[src/s2cd_pkg.sv]
package s2cd_pkg;

	// Divisors for the day, hour and minute splits.
	localparam logic [16:0] SecsPerDay  = 17'd86400;
	localparam logic [16:0] SecsPerHour = 17'd3600;
	localparam logic [16:0] SecsPerMin  = 17'd60;

	// Reciprocals rounded up, so that (x >> pre) * recip >> post is the exact quotient
	// over each operand's range: 86400 = 2^7 * 675, 3600 = 2^4 * 225, 60 = 2^2 * 15.
	localparam logic [25:0] RecipDay  = 26'd50903317;
	localparam logic [13:0] RecipHour = 14'd9321;
	localparam logic [10:0] RecipMin  = 11'd1093;

	localparam logic [8:0] DaysLeapYear = 9'd366;
	localparam logic [8:0] DaysYear     = 9'd365;

	typedef enum logic [1:0] {
		OP_DAYS = 2'd0,
		OP_HOUR = 2'd1,
		OP_MIN  = 2'd2
	} div_op_t;

	typedef struct packed {
		logic [31:0] epoch_seconds;
	} in_item_t;

	typedef struct packed {
		logic [6:0] year_offset;
		logic [3:0] month;
		logic [4:0] day;
		logic [4:0] hour;
		logic [5:0] minute;
		logic [5:0] second;
		logic       out_of_range;
	} out_item_t;

	typedef struct packed {
		logic    load;
		logic    div_step;
		logic    div_next;
		div_op_t op;
		logic    yr_step;
		logic    mon_step;
		logic    out_load;
		logic    oor;
	} cmd_t;

	typedef struct packed {
		logic yr_fit;
		logic yr_last;
		logic mon_fit;
	} status_t;

	function automatic logic [4:0] month_days(input logic [3:0] m, input logic leap);
		logic [4:0] len;
		case (m) inside
			4'd2: len = leap ? 5'd29 : 5'd28;
			4'd4, 4'd6, 4'd9, 4'd11: len = 5'd30;
			default: len = 5'd31;
		endcase
		return len;
	endfunction

endpackage

[src/s2cd_stream_if.sv]
interface s2cd_stream_if #(
	parameter type T = logic
);
	logic valid;
	logic ready;
	T     data;

	modport source (output valid, output data, input ready);
	modport sink (input valid, input data, output ready);
endinterface

[src/s2cd_ctrl.sv]
module s2cd_ctrl (
	input  logic              clk,
	input  logic              arst_n,
	input  logic              in_valid,
	output logic              in_ready,
	output logic              out_valid,
	input  logic              out_ready,
	input  s2cd_pkg::status_t status,
	output s2cd_pkg::cmd_t    cmd
);

	typedef enum logic [5:0] {
		ST_IDLE  = 6'b000001,
		ST_DIV   = 6'b000010,
		ST_NEXT  = 6'b000100,
		ST_YEAR  = 6'b001000,
		ST_MONTH = 6'b010000,
		ST_DONE  = 6'b100000
	} state_t;

	state_t              state_q, state_d;
	s2cd_pkg::div_op_t   op_q, op_d;
	logic                oor_q, oor_d;
	logic                out_valid_q;

	assign in_ready  = (state_q == ST_IDLE);
	assign out_valid = out_valid_q;

	always_comb begin
		state_d = state_q;
		op_d    = op_q;
		oor_d   = oor_q;
		cmd     = '0;
		cmd.op  = op_q;
		cmd.oor = oor_q;
		case (state_q)
			ST_IDLE: begin
				if (in_valid) begin
					cmd.load = 1'b1;
					op_d     = s2cd_pkg::OP_DAYS;
					oor_d    = 1'b0;
					state_d  = ST_DIV;
				end
			end
			ST_DIV: begin
				cmd.div_step = 1'b1;
				state_d      = ST_NEXT;
			end
			ST_NEXT: begin
				cmd.div_next = 1'b1;
				case (op_q)
					s2cd_pkg::OP_DAYS: begin
						op_d    = s2cd_pkg::OP_HOUR;
						state_d = ST_DIV;
					end
					s2cd_pkg::OP_HOUR: begin
						op_d    = s2cd_pkg::OP_MIN;
						state_d = ST_DIV;
					end
					default: begin
						state_d = ST_YEAR;
					end
				endcase
			end
			ST_YEAR: begin
				if (status.yr_fit) begin
					state_d = ST_MONTH;
				end else if (status.yr_last) begin
					oor_d   = 1'b1;
					state_d = ST_DONE;
				end else begin
					cmd.yr_step = 1'b1;
				end
			end
			ST_MONTH: begin
				if (status.mon_fit) begin
					state_d = ST_DONE;
				end else begin
					cmd.mon_step = 1'b1;
				end
			end
			ST_DONE: begin
				if (!out_valid_q || out_ready) begin
					cmd.out_load = 1'b1;
					state_d      = ST_IDLE;
				end
			end
			default: begin
				state_d = ST_IDLE;
			end
		endcase
	end

	always_ff @(posedge clk or negedge arst_n) begin
		if (!arst_n) begin
			state_q     <= ST_IDLE;
			op_q        <= s2cd_pkg::OP_DAYS;
			oor_q       <= 1'b0;
			out_valid_q <= 1'b0;
		end else begin
			state_q <= state_d;
			op_q    <= op_d;
			oor_q   <= oor_d;
			if (cmd.out_load) begin
				out_valid_q <= 1'b1;
			end else if (out_ready) begin
				out_valid_q <= 1'b0;
			end
		end
	end

endmodule

[src/s2cd_dp.sv]
module s2cd_dp #(
	parameter int YEAR_SPAN = 100
) (
	input  logic                clk,
	input  s2cd_pkg::in_item_t  in_item,
	input  s2cd_pkg::cmd_t      cmd,
	output s2cd_pkg::status_t   status,
	output s2cd_pkg::out_item_t out_item
);

	logic [31:0] dvd_q;
	logic [16:0] divisor_q;
	logic [15:0] quo_q;
	logic [15:0] days_q;
	logic [4:0]  hour_q;
	logic [5:0]  minute_q;
	logic [5:0]  second_q;
	logic [6:0]  yr_q;
	logic [3:0]  mon_q;
	s2cd_pkg::out_item_t out_q;

	logic [50:0] day_prod;
	logic [26:0] hour_prod;
	logic [20:0] min_prod;
	logic [32:0] back_prod;
	logic [31:0] part_rem;
	logic        leap;
	logic [8:0]  yr_len;
	logic [4:0]  mon_len;

	// Quotients by reciprocal multiplication; the low factor of each divisor is shifted out.
	assign day_prod  = 51'(dvd_q[31:7]) * 51'(s2cd_pkg::RecipDay);
	assign hour_prod = 27'(dvd_q[16:4]) * 27'(s2cd_pkg::RecipHour);
	assign min_prod  = 21'(dvd_q[11:2]) * 21'(s2cd_pkg::RecipMin);

	// The remainder follows in the next cycle from the registered quotient.
	assign back_prod = 33'(quo_q) * 33'(divisor_q);
	assign part_rem  = dvd_q - back_prod[31:0];

	// Years 2000..2099: 2000 is a multiple of 400, so every fourth year leaps.
	assign leap    = (yr_q[1:0] == 2'b00);
	assign yr_len  = leap ? s2cd_pkg::DaysLeapYear : s2cd_pkg::DaysYear;
	assign mon_len = s2cd_pkg::month_days(mon_q, leap);

	assign status.yr_fit  = (days_q < {7'd0, yr_len});
	assign status.yr_last = (yr_q == 7'(YEAR_SPAN - 1));
	assign status.mon_fit = (days_q < {11'd0, mon_len});

	assign out_item = out_q;

	always_ff @(posedge clk) begin
		if (cmd.load) begin
			dvd_q     <= in_item.epoch_seconds;
			divisor_q <= s2cd_pkg::SecsPerDay;
			yr_q      <= '0;
			mon_q     <= 4'd1;
		end
		if (cmd.div_step) begin
			case (cmd.op)
				s2cd_pkg::OP_DAYS: begin
					quo_q <= day_prod[50:35];
				end
				s2cd_pkg::OP_HOUR: begin
					quo_q <= {10'd0, hour_prod[26:21]};
				end
				default: begin
					quo_q <= {9'd0, min_prod[20:14]};
				end
			endcase
		end
		if (cmd.div_next) begin
			case (cmd.op)
				s2cd_pkg::OP_DAYS: begin
					days_q    <= quo_q;
					dvd_q     <= {15'd0, part_rem[16:0]};
					divisor_q <= s2cd_pkg::SecsPerHour;
				end
				s2cd_pkg::OP_HOUR: begin
					hour_q    <= quo_q[4:0];
					dvd_q     <= {20'd0, part_rem[11:0]};
					divisor_q <= s2cd_pkg::SecsPerMin;
				end
				default: begin
					minute_q <= quo_q[5:0];
					second_q <= part_rem[5:0];
				end
			endcase
		end
		if (cmd.yr_step) begin
			days_q <= days_q - {7'd0, yr_len};
			yr_q   <= yr_q + 7'd1;
		end
		if (cmd.mon_step) begin
			days_q <= days_q - {11'd0, mon_len};
			mon_q  <= mon_q + 4'd1;
		end
		if (cmd.out_load) begin
			out_q.hour         <= hour_q;
			out_q.minute       <= minute_q;
			out_q.second       <= second_q;
			out_q.out_of_range <= cmd.oor;
			if (cmd.oor) begin
				out_q.year_offset <= '0;
				out_q.month       <= '0;
				out_q.day         <= '0;
			end else begin
				out_q.year_offset <= yr_q;
				out_q.month       <= mon_q;
				out_q.day         <= days_q[4:0] + 5'd1;
			end
		end
	end

endmodule

[src/seconds_to_calendar_date.sv]
// Sequence: a quotient and a remainder step each for days, hours and minutes, a step for each
// year walked plus a final year check, a step for each month walked plus a final month check,
// and a load of the output register.
// One item at a time: the next transfer is taken in the cycle after the result is loaded,
// and the load waits until the output register drains.
// Reset clears the controller and the output valid flag; no clearing pass.
module seconds_to_calendar_date #(
	parameter int YEAR_SPAN = 100
) (
	input logic         clk,
	input logic         arst_n,
	s2cd_stream_if.sink   secs,
	s2cd_stream_if.source date
);

	s2cd_pkg::cmd_t      cmd;
	s2cd_pkg::status_t   status;
	s2cd_pkg::in_item_t  in_item;
	s2cd_pkg::out_item_t out_item;

	assign in_item.epoch_seconds = secs.data.epoch_seconds;
	assign date.data             = out_item;

	s2cd_ctrl u_ctrl (
		.clk       (clk),
		.arst_n    (arst_n),
		.in_valid  (secs.valid),
		.in_ready  (secs.ready),
		.out_valid (date.valid),
		.out_ready (date.ready),
		.status    (status),
		.cmd       (cmd)
	);

	s2cd_dp #(
		.YEAR_SPAN (YEAR_SPAN)
	) u_dp (
		.clk      (clk),
		.in_item  (in_item),
		.cmd      (cmd),
		.status   (status),
		.out_item (out_item)
	);

endmodule

[src/flat_wrapper.sv]
// flat-port wrapper written by rule: the top's interface ports become plain ports
module seconds_to_calendar_date_flat 
#(
	parameter int YEAR_SPAN = 100
)
  (clk, arst_n, secs_valid, secs_data, secs_ready, date_valid, date_data, date_ready);
  s2cd_stream_if #(.T(s2cd_pkg::in_item_t)) secs_i ();
  s2cd_stream_if #(.T(s2cd_pkg::out_item_t)) date_i ();
  input logic clk;
  input logic arst_n;
  input wire logic [$bits(secs_i.valid)-1:0] secs_valid;
  input wire logic [$bits(secs_i.data)-1:0] secs_data;
  output wire logic [$bits(secs_i.ready)-1:0] secs_ready;
  output wire logic [$bits(date_i.valid)-1:0] date_valid;
  output wire logic [$bits(date_i.data)-1:0] date_data;
  input wire logic [$bits(date_i.ready)-1:0] date_ready;
  assign secs_i.valid = secs_valid;
  assign secs_i.data = secs_data;
  assign secs_ready = secs_i.ready;
  assign date_valid = date_i.valid;
  assign date_data = date_i.data;
  assign date_i.ready = date_ready;
  seconds_to_calendar_date #(.YEAR_SPAN(YEAR_SPAN)) u_core (.clk(clk), .arst_n(arst_n), .secs(secs_i), .date(date_i));
endmodule
[config.mk]
export PLATFORM = sky130hd
export DESIGN_NAME = seconds_to_calendar_date_flat
export DESIGN_NICKNAME = d
export VERILOG_FILES = /design/src/s2cd_pkg.sv /design/src/s2cd_stream_if.sv /design/src/s2cd_ctrl.sv /design/src/s2cd_dp.sv /design/src/seconds_to_calendar_date.sv /design/src/flat_wrapper.sv
export SDC_FILE = /design/constraint.sdc
export NUM_CORES = 1
export LEC_CHECK = 0
export BUFFER_PORTS_ARGS = -buffer_cell sky130_fd_sc_hd__buf_2
export CAP_MARGIN = 20
export CORE_MARGIN = 4
export CORE_UTILIZATION = 35
export CTS_CLUSTER_SIZE = 28
export DETAILED_ROUTE_END_ITERATION = 7
export PLACE_DENSITY = 0.62
export SLEW_MARGIN = 40
export SYNTH_ARGS = -nofsm -noshare
export SYNTH_HDL_FRONTEND = slang
export SYNTH_HIERARCHICAL = 1
export SYNTH_SLANG_ARGS = --single-unit
[constraint.sdc]
create_clock -name clk -period 6.4 [get_ports clk]
set_input_delay 0.64 -clock clk [delete_from_list [all_inputs] [get_ports clk]]
set_output_delay 0.64 -clock clk [all_outputs]
set_load 0.02 [all_outputs]
==> flow_summary_export.csv, run 1 <==
group,metric,value,unit
global_routing,overflow,0,
detailed_routing,post_drt_wl_per_cell,16.80,um
logic_synthesis,yosys_warnings,6,
logic_synthesis,ys_types,80,
worst_setup_path,critPathLaunch,"u_core/u_dp/dvd_q[13]$_DFF_P_",
die,ios,72,
timing,maxSlewHeadroom,46.42,%
job,maxCapViolations,0,
timing,finalSetupTns,0,ps
finish,fillers,6629,
logic_synthesis,yosysSeqAreaShare,17.01,%
logic_synthesis,synth-main-ff-cell,"edfxtp_1",
timing,finalMaxSlewViolations,0,
worst_setup_path,critPathKind,"reg -> reg",
logic_synthesis,ys_ff_latch,153,
timing,setup_viol,0,
clock_network,cts_sinks,153,
worst_setup_path,required,6620,ps
global_routing,globalRouteTotalUtil,16.39,%
worst_setup_path,crit_path_end_kind,"flop",
placement,dp_hpwl,48.47,mm
timing,finClkSkew,13.00,ps
worst_setup_path,worstPathArrival,6390,ps
worst_setup_path,path_max_fanout,13,
global_routing,grt_pass1_wl,92.27,mm
clock_network,cts_setup_buffers,0,
finish,fin_nets,3342,
timing,fin_crit,6171,ps
logic_synthesis,syn_avg_cell_area,9.966,um^2
global_routing,grt_pass1_vias,17030,
clock_network,insertion_delay,480,ps
finish,post_route_cells_drive_above_1_share,8.820,%
global_routing,grt_max_degree,34,
detailed_routing,drt-total-wl,56.94,mm
worst_hold_path,holdCritStartpoint,"secs_data[17]",
worst_setup_path,cp_cell_sequence,"buf_12 -> ha_1 -> inv_1 -> fa_1 -> ha_1 -> inv_1 -> fa_1 -> inv_1 -> fa_1 -> fa_1 -> inv_1 -> fa_1 -> inv_1 -> ha_1 -> a21o_1 -> a21oi_1 -> nor2_1 -> a2111oi_2 -> o2111a_1 -> a22oi_1 -> a21o_1 -> a21oi_1 -> xor2_1 -> o21ai_1",
logic_synthesis,synthesis.nets,3230,
timing,hold_viol_final,0,
worst_setup_path,slowest_stage,"fa_1",
timing,max_freq,162.0,MHz
logic_synthesis,syn_area,0.02384,mm^2
timing,rsz0062_at_grt,"false",
die,die_width,269.0,um
clock_network,cts.htree.levels,4,
placement,port_buffers,71,
clock_network,cts.clk_slew.worst_paths,80,ps
finish,syn2layout_area_growth,10.71,%
detailed_routing,drc,0,
global_routing,antenna_found_initial,0,
die,die-area,0.07235,mm^2
die,coreArea,0.06740,mm^2
run_status,status,"complete, no violations",
finish,diodes,0,
logic_synthesis,synth-edff-count,94,
worst_setup_path,max_stage_delay,520,ps
clock_network,clk_path_buf_depth,2,
clock_network,cts_buffers,17,
logic_synthesis,synthArstFlopShare,6.536,%
worst_setup_path,critPathTopFamily,"adder cells",
die,row_count,95,
detailed_routing,avgViaCountPerCell,4.796,
worst_setup_path,crit-reg2reg-launch,"u_core/u_dp/dvd_q[13]$_DFF_P_",
clock_network,cts_tree,"done",
timing,finalCritPeriodShare,96.43,%
worst_setup_path,startpoint_type,"flop",
detailed_routing,drt_iter0_drc,918,
logic_synthesis,synth_cells,2392,
placement,gp_congestion,0.8967,
detailed_routing,dr_total_vias,16260,
die,start_util,35.37,%
timing,tightest_slew,802.1,ps
worst_setup_path,worst-path-buf-inv,6,
clock_network,cts_root_buf,"clkbuf_16",
detailed_routing,dr.pass1.iters,5,
die,die_h,269.0,um
worst_hold_path,hold_class,"in -> reg",
detailed_routing,antenna_left,0,
## state kept, by name (all words and copies together) (netlist names)
signal and flops:
u_core/u_dp/hour_q 5, u_core/u_dp/quo_q 16, u_core/u_dp/yr_q 7, u_core/u_ctrl/state_q 6, u_core/u_dp/mon_q 4, u_core/u_dp/second_q 6, u_core/u_dp/divisor_q 17, u_core/u_dp/minute_q 6
u_core/u_dp/dvd_q 32, u_core/u_ctrl/oor_q 1, u_core/u_ctrl/out_valid 1, u_core/u_ctrl/op_q 2, u_core/u_dp/days_q 16, u_core/u_dp/out_item 34
## final timing paths
kind | to | slack [ps] | depth (start not counted)
setup / recovery | u_core/u_dp/quo_q[1]$_DFFE_PP_ | 230 | 24
min in group asynchronous | u_core/u_ctrl/out_valid$_DFFE_PN0P_ | 550 | 2
setup reg to reg | u_core/u_dp/quo_q[1]$_DFFE_PP_ | 230 | 24
hold reg to reg | u_core/u_dp/out_item[8]$_DFFE_PP_ | 420 | 0
hold / removal | u_core/u_dp/dvd_q[17]$_DFF_P_ | 400 | 3
max in group asynchronous | u_core/u_ctrl/state_q[0]$_DFFE_PN1P_ | 5600 | 2
## cells in the mapped netlist, types with 34 or more instances
| library cell | instances | share of area [%] |
|---|---|---|
| mux2i_1 | 34 | 1.4 |
| fa_1 | 332 | 28 |
| xnor2_1 | 58 | 2.1 |
| nor2_1 | 81 | 1.3 |
| o21ai_0 | 48 | 1.0 |
| edfxtp_1 | 94 | 12 |
| clkbuf_1 | 48 | 0.76 |
| and2_1 | 62 | 1.6 |
| nand2_1 | 173 | 2.7 |
| inv_1 | 557 | 8.8 |
| a21oi_1 | 73 | 1.5 |
| ha_1 | 470 | 25 |
| dfxtp_1 | 49 | 4.1 |
## layer usage
layer  GRT usage (%)  part of all wire (%)  wire length, um
met3           2.391                   3.4             1939
met4           4.295                   2.1             1169
met5               0                     0                0
met2           28.48                    49            28110
met1           21.49                    45            25720
## worst register-to-register path, cell delays in order (launching register included)
cell,delay [ps]
dfxtp_1,420
buf_12,200
ha_1,280
inv_1,110
fa_1,440
ha_1,290
inv_1,50
fa_1,510
inv_1,70
fa_1,450
fa_1,520
inv_1,50
fa_1,480
inv_1,40
ha_1,290
a21o_1,160
a21oi_1,150
nor2_1,80
a2111oi_2,350
o2111a_1,270
a22oi_1,90
a21o_1,220
a21oi_1,180
xor2_1,160
o21ai_1,80
## final cells by class
type / instances / area, um^2 / share of cell area, %
Multi-Input combinational cell: 1627 / 17550 / 66.51
Tap cell: 873 / 1092 / 4.139
Clock inverter: 15 / 197.7 / 0.7490
Sequential cell: 153 / 4060 / 15.38
Inverter: 557 / 2091 / 7.922
Timing Repair Buffer: 148 / 972.2 / 3.684
Clock buffer: 17 / 425.4 / 1.612
## per-stage QoR
stage | utilization, % | worst slack [ps] | instances | instance area (um^2) | hold WS (ps)
floorplan | - | 242.6 | 2392 | 23840 | 344.4
global placement | 38.09 | 113.3 | 3356 | 25670 | 401.3
detailed placement | 38.14 | 75.04 | 3357 | 25700 | 404.5
CTS | 39.08 | 82.25 | 3390 | 26340 | 365.8
global route | 39.16 | 5.326 | 3390 | 26390 | 394.9
finish | 39.16 | 228.5 | 3390 | 26390 | 396.8
## cells in the final DEF (no fill, tap or decap), types with 9 or more instances in the layout
master	netlist	routed
a21o_1	24	24
a21oi_1	73	73
a22oi_1	10	10
and2_1	62	61
buf_2	3	71
buf_4	1	73
clkbuf_16	0	17
dfrtp_1	9	9
dfxtp_1	49	45
edfxtp_1	94	94
fa_1	332	332
ha_1	470	470
inv_1	557	556
mux2i_1	34	34
nand2_1	173	173
nand2b_1	14	13
nand3_1	20	20
nand4_1	11	11
nor2_1	81	81
nor2b_1	19	17
nor3_1	18	17
o21a_1	9	9
o21ai_0	48	48
o22ai_1	24	24
xnor2_1	58	58
xor2_1	24	24
## repair_timing
item	CTS	global route
hold endpoints to repair	9	0
setup endpoints to repair	1	13
resized for setup	1	14
hold buffers	1	0
pin swaps	0	3
## cells by family (layout without fill, tap and decap cells)
logic type                 count (synthesis)  after routing  share of synthesized area, %
DFF                                      153            153                         17.01
AOI/OAI and AO/OA                        261            261                         7.169
buffers and inverters                    612            737                         9.699
muxes                                     34             34                         1.428
adders and majority gates                802            802                         52.55
and+or+nand+nor                          448            448                         9.133
xor gates and xnor gates                  82             82                         3.013
Power of run 1 is not shown: default switching activity piles up to over one toggle a cycle in this logic, so the estimate is an artifact.
==> run 2: changes to the inputs <==
- SETUP_SLACK_MARGIN: unset -> 0.4
==> run 2 against run 1 <==
  * Non-clock buffer count rose by 27
  * Maximum frequency rose by 2.6%
  * Via count rose by 0.18%
  * Hold slack improved by 2.2 ps
  * Wire length rose by 0.55%
  * Design area rose by 2.2%
  * Utilization rose by 0.88 points
  * Critical path type unchanged
  * Sequential share of layout area fell by 0.21 points
  * Clock skew rose by 0.80 ps
==> flow_summary_export.csv, run 2 (synthesized netlist as in run 1, its figures left out) <==
group,metric,value,unit
run_status,status,"complete, no violations",
clock_network,cts_tree,"done",
finish,largest_reg_flops,34,
die,die-area,0.07235,mm^2
finish,post_route_cells_drive_above_1_share,12.30,%
finish,multi_input_area,0.01784,mm^2
timing,finalSetupTns,0,ps
clock_network,cts_sinks,153,
global_routing,grt_pass1_wl,93.47,mm
clock_network,cts_buffers,17,
placement,gp_congestion,0.9012,
global_routing,grt_pass1_vias,17170,
finish,seqCellArea,0.004094,mm^2
detailed_routing,dr_total_vias,16290,
worst_setup_path,crit_path_end_kind,"flop",
worst_hold_path,holdPathStages,3,
die,start_util,35.37,%
detailed_routing,drc,0,
die,die_h,269.0,um
timing,finalCritPeriodShare,93.96,%
timing,maxSlewHeadroom,50.90,%
worst_hold_path,hold_class,"in -> reg",
placement,port_buffers,71,
timing,setup_viol,0,
global_routing,overflow,0,
worst_setup_path,worst-path-buf-inv,5,
worst_setup_path,cp_cell_sequence,"fa_1 -> ha_1 -> fa_1 -> fa_1 -> fa_1 -> fa_1 -> inv_1 -> fa_1 -> inv_1 -> ha_4 -> and4_4 -> and3_4 -> nand2_2 -> a211oi_2 -> o22ai_2 -> buf_6 -> a31oi_4 -> buf_4 -> buf_4 -> a211oi_1 -> a221o_1",
detailed_routing,drt_iter0_drc,874,
placement,dp_hpwl,48.53,mm
clock_network,cts.clk_slew.worst_paths,80,ps
worst_setup_path,path_max_fanout,5,
finish,diodes,0,
worst_setup_path,max_stage_delay,580,ps
die,die_width,269.0,um
detailed_routing,antenna_left,0,
die,row_count,95,
worst_setup_path,cp_common_cell,"fa_1",
timing,hold_viol_final,0,
timing,max_freq,166.3,MHz
timing,tightest_slew,735.0,ps
timing,finalMaxSlewViolations,0,
finish,fin_nets,3369,
finish,syn2layout_area_growth,13.19,%
finish,final_common_cell,"inv_1",
job,maxCapViolations,0,
timing,finClkSkew,13.80,ps
worst_setup_path,slowest_stage,"fa_1",
finish,fillers,6582,
worst_setup_path,required,6620,ps
die,coreArea,0.06740,mm^2
global_routing,globalRouteTotalUtil,16.57,%
timing,fin_crit,6013,ps
finish,final_cell_mix,"inv_1, ha_1, fa_1",
worst_setup_path,startpoint_type,"flop",
global_routing,grt_max_degree,34,
detailed_routing,drt-total-wl,57.25,mm
worst_setup_path,critPathKind,"reg -> reg",
detailed_routing,avgViaCountPerCell,4.767,
finish,utilization,40.04,%
clock_network,insertion_delay,480,ps
worst_setup_path,critPathTopFamily,"adder cells",
clock_network,cts_root_buf,"clkbuf_16",
worst_setup_path,worstRegToRegCells,21,
die,ios,72,
detailed_routing,post_drt_wl_per_cell,16.75,um
timing,rsz0062_at_grt,"true",
worst_setup_path,worstPathArrival,6240,ps
detailed_routing,dr.pass1.iters,5,
clock_network,clk_path_buf_depth,2,
worst_setup_path,cp.depth,21,
global_routing,antenna_found_initial,1,
clock_network,cts.htree.levels,4,
[run 2: changes by cell type in the layout (fill, tap and decap cells not counted), sizes merged]
cell / delta
clkinv: +2
inv: -1
buf: +27
clkinvlp: -1
[run 2: layer usage]
layer / up-vias / track usage [%] / share of wire (%)
li1: 7972 / - / -
met2: 287 / 28.24 / 49
met3: 60 / 2.737 / 3.9
met4: 2 / 4.563 / 2.2
met1: 7969 / 21.93 / 45
met5: - / 0 / 0.030
[run 2: timing repair]
action,in CTS,in global routing
pin swaps,26,28
gates resized for setup,43,55
hold endpoints to repair,9,0
setup buffers,2,22
hold buffers,1,0
setup endpoints to repair,14,16
[run 2: layout make-up]
class,count,area share [%]
Clock buffer,17,1.576
Inverter,557,7.748
Multi-Input combinational cell,1627,66.11
Tap cell,873,4.048
Clock inverter,15,0.7280
Sequential cell,153,15.17
Timing Repair Buffer,175,4.618
[run 2: final timing paths]
check / from / end / slack, ps
min reg2reg: u_core/u_dp/minute_q[1]$_DFFE_PP_ / u_core/u_dp/out_item[8]$_DFFE_PP_ / 420
max in group asynchronous: arst_n / u_core/u_ctrl/state_q[0]$_DFFE_PN1P_ / 5580
max: u_core/u_dp/dvd_q[23]$_DFF_P_ / u_core/u_dp/quo_q[4]$_DFFE_PP_ / 390
min in group asynchronous: arst_n / u_core/u_ctrl/state_q[4]$_DFFE_PN0P_ / 560
max reg2reg: u_core/u_dp/dvd_q[23]$_DFF_P_ / u_core/u_dp/quo_q[4]$_DFFE_PP_ / 390
min: secs_data[28] / u_core/u_dp/dvd_q[28]$_DFF_P_ / 400
[run 2: worst reg2reg max path, cell delays in order, from the launching register on]
cell and delay, ps:
dfxtp_1 340, fa_1 500, ha_1 340, fa_1 580
fa_1 460, fa_1 460, fa_1 490, inv_1 50
fa_1 470, inv_1 70, ha_4 290, and4_4 230
and3_4 180, nand2_2 50, a211oi_2 240, o22ai_2 100
buf_6 150, a31oi_4 230, buf_4 150, buf_4 90
a211oi_1 40, a221o_1 270
[run 2: metrics by stage]
step | std cells | setup slack (ps) | hold slack (ps) | cell area [um^2]
after detailed placement | 3360 | 160.9 | 404.5 | 25730
after global routing | 3417 | 171.5 | 389.1 | 26980
after global placement | 3358 | 122.5 | 400.4 | 25680
after CTS | 3395 | 397.4 | 363.0 | 26570
final | 3417 | 386.6 | 399.0 | 26980
after floorplan | 2392 | 400.5 | 344.4 | 23840
Power of run 2 is left out for the same reason.
==> run 3: changes to the inputs <==
- BUFFER_PORTS_ARGS: -buffer_cell sky130_fd_sc_hd__buf_2 -> unset
- DONT_BUFFER_PORTS: unset -> 1
- PLACE_DENSITY: 0.62 -> 0.61
==> run 3 against run 2 <==
  * Hold slack got worse by 150 ps
  * First-iteration DRC count decreased by 5.8%
  * Die area unchanged
  * Critical path type unchanged
  * Sequential share of layout area increased by 0.16 points
  * Register-to-register slack got worse by 60 ps
  * Utilization decreased by 0.30 points
  * Count of clock-buffer cells in the layout unchanged
  * Via count increased by 0.44%
  * Wire length increased by 4.8%
  * Critical path depth unchanged
==> flow_summary_export.csv, run 3 (synthesized netlist as in run 1, its figures left out) <==
group,metric,value,unit
die,die_h,269.0,um
global_routing,antenna_found_initial,2,
run_status,status,"complete, no violations",
finish,syn2layout_area_growth,12.36,%
worst_setup_path,cp_cell_sequence,"fa_1 -> ha_1 -> fa_1 -> fa_1 -> fa_1 -> fa_1 -> inv_2 -> fa_1 -> inv_2 -> ha_4 -> and4_4 -> and3_4 -> nand2_4 -> a211oi_4 -> o22ai_4 -> buf_12 -> a31oi_4 -> o2111ai_4 -> nand2_2 -> mux2i_1 -> o311ai_1",
clock_network,cts_tree,"done",
timing,finalMaxSlewViolations,0,
placement,port_buffers,0,
die,coreArea,0.06740,mm^2
worst_setup_path,path_max_fanout,5,
timing,setup_viol,0,
detailed_routing,dr.pass1.iters,5,
clock_network,cts_buffers,17,
worst_setup_path,worst-path-buf-inv,3,
worst_setup_path,startpoint_type,"flop",
die,start_util,35.37,%
finish,largest_reg_flops,34,
global_routing,overflow,0,
worst_setup_path,critPathLaunch,"u_core/u_dp/dvd_q[23]$_DFF_P_",
worst_setup_path,r2r-end,"u_core/u_dp/quo_q[9]$_DFFE_PP_",
timing,hold_viol_final,0,
worst_setup_path,cp.depth,21,
worst_setup_path,crit-reg2reg-launch,"u_core/u_dp/dvd_q[23]$_DFF_P_",
timing,finClkSkew,14.15,ps
detailed_routing,drc,0,
clock_network,cts.htree.levels,4,
die,row_count,95,
detailed_routing,drt-total-wl,59.98,mm
timing,max_freq,164.7,MHz
worst_setup_path,cp_common_cell,"fa_1",
timing,layout_setup_ws,329.9,ps
worst_setup_path,critPathTopFamily,"adder cells",
timing,finalCritPeriodShare,94.85,%
worst_setup_path,worstPathArrival,6280,ps
worst_setup_path,max_stage_delay,560,ps
worst_setup_path,r2r_slack,330,ps
timing,fin_crit,6070,ps
die,die_width,269.0,um
clock_network,clk_path_buf_depth,2,
job,maxCapViolations,0,
detailed_routing,antenna_left,0,
clock_network,insertion_delay,480,ps
detailed_routing,dr_total_vias,16360,
finish,final_cell_mix,"inv_1, ha_1, fa_1",
placement,gp_congestion,0.9229,
worst_setup_path,required,6610,ps
clock_network,cts_sinks,153,
clock_network,cts_root_buf,"clkbuf_16",
worst_setup_path,endpoint,"u_core/u_dp/quo_q[9]$_DFFE_PP_",
timing,tightest_slew,855.4,ps
worst_setup_path,worstRegToRegCells,21,
finish,fin_nets,3303,
global_routing,grt_pass1_vias,18190,
detailed_routing,post_drt_wl_per_cell,17.89,um
timing,rsz0062_at_grt,"true",
global_routing,globalRouteTotalUtil,17.27,%
detailed_routing,drt_iter0_drc,823,
clock_network,cts.clk_slew.worst_paths,70,ps
worst_setup_path,critPathKind,"reg -> reg",
finish,post_route_cells_drive_above_1_share,11.10,%
placement,dp_hpwl,50.44,mm
global_routing,grt_max_degree,51,
detailed_routing,avgViaCountPerCell,4.880,
global_routing,grt_pass1_wl,98.10,mm
timing,maxSlewHeadroom,42.97,%
placement,place_worst_setup_slack,-160.4,ps
die,die-area,0.07235,mm^2
die,ios,72,
worst_setup_path,slowest_stage,"fa_1",
worst_setup_path,crit_path_end_kind,"flop",
finish,final_common_cell,"inv_1",
worst_hold_path,hold_class,"in -> reg",
## run 3: cell types whose count changed in the layout (fill, tap and decap cells not counted), moves of 6 or more
cell,change
buf_2,-71
buf_4,+7
fa_1,-6
fa_2,+6
inv_1,-6
inv_2,+6
## run 3: how the worst min path moves through the flow
stage / startpoint / to / slack [ps] / cells past startpoint
after floorplan: arst_n / u_core/u_ctrl/oor_q$_DFFE_PN0P_ / 340 / 0
after global placement: arst_n / u_core/u_ctrl/state_q[2]$_DFFE_PN0P_ / 340 / 0
after detailed placement: arst_n / u_core/u_ctrl/state_q[2]$_DFFE_PN0P_ / 340 / 0
after CTS: secs_valid / u_core/u_ctrl/oor_q$_DFFE_PN0P_ / 210 / 1
after global routing: secs_valid / u_core/u_ctrl/state_q[0]$_DFFE_PN1P_ / 230 / 1
final: secs_valid / u_core/u_ctrl/state_q[0]$_DFFE_PN1P_ / 250 / 1
## run 3: what timing repair did
| item | 4_1_cts | 5_1_grt |
|---|---|---|
| hold buffers | 1 | 0 |
| endpoints found under the hold margin | 10 | 0 |
| buffers inserted | 10 | 21 |
| endpoints found under the setup margin | 16 | 18 |
| resized for setup | 52 | 84 |
| pin swaps | 33 | 41 |
## run 3: final cells by class
cell class / instances / area (um^2)
Timing Repair Buffer: 109 / 900.9
Inverter: 557 / 2091
Clock inverter: 15 / 186.4
Multi-Input combinational cell: 1627 / 17980
Antenna cell: 2 / 5.005
Tap cell: 873 / 1092
Clock buffer: 17 / 425.4
Fill cell: 6512 / 40610
Sequential cell: 153 / 4108
## run 3: per-stage QoR
step / hold slack [ps] / area [um^2] / util [%] / std cells / TNS (ps)
2_1_floorplan: 344.4 / 23840 / - / 2392 / 0
3_3_place_gp: 344.7 / 25330 / 37.58 / 3286 / -8.571
3_5_place_dp: 344.8 / 25360 / 37.62 / 3287 / -956.4
4_1_cts: 213.6 / 26270 / 38.98 / 3330 / 0
5_1_grt: 227.9 / 26790 / 39.74 / 3353 / 0
6_report: 248.1 / 26790 / 39.74 / 3353 / 0
## run 3: routing by layer
metal | GRT usage [%] | part of all wire (%) | up-vias
li1 | - | - | 7831
met1 | 22.16 | 44 | 8178
met2 | 31.04 | 51 | 287
met3 | 2.126 | 3.2 | 65
met4 | 4.267 | 1.8 | 0
met5 | 0 | 0 | -
Power of run 3 is left out for the same reason.
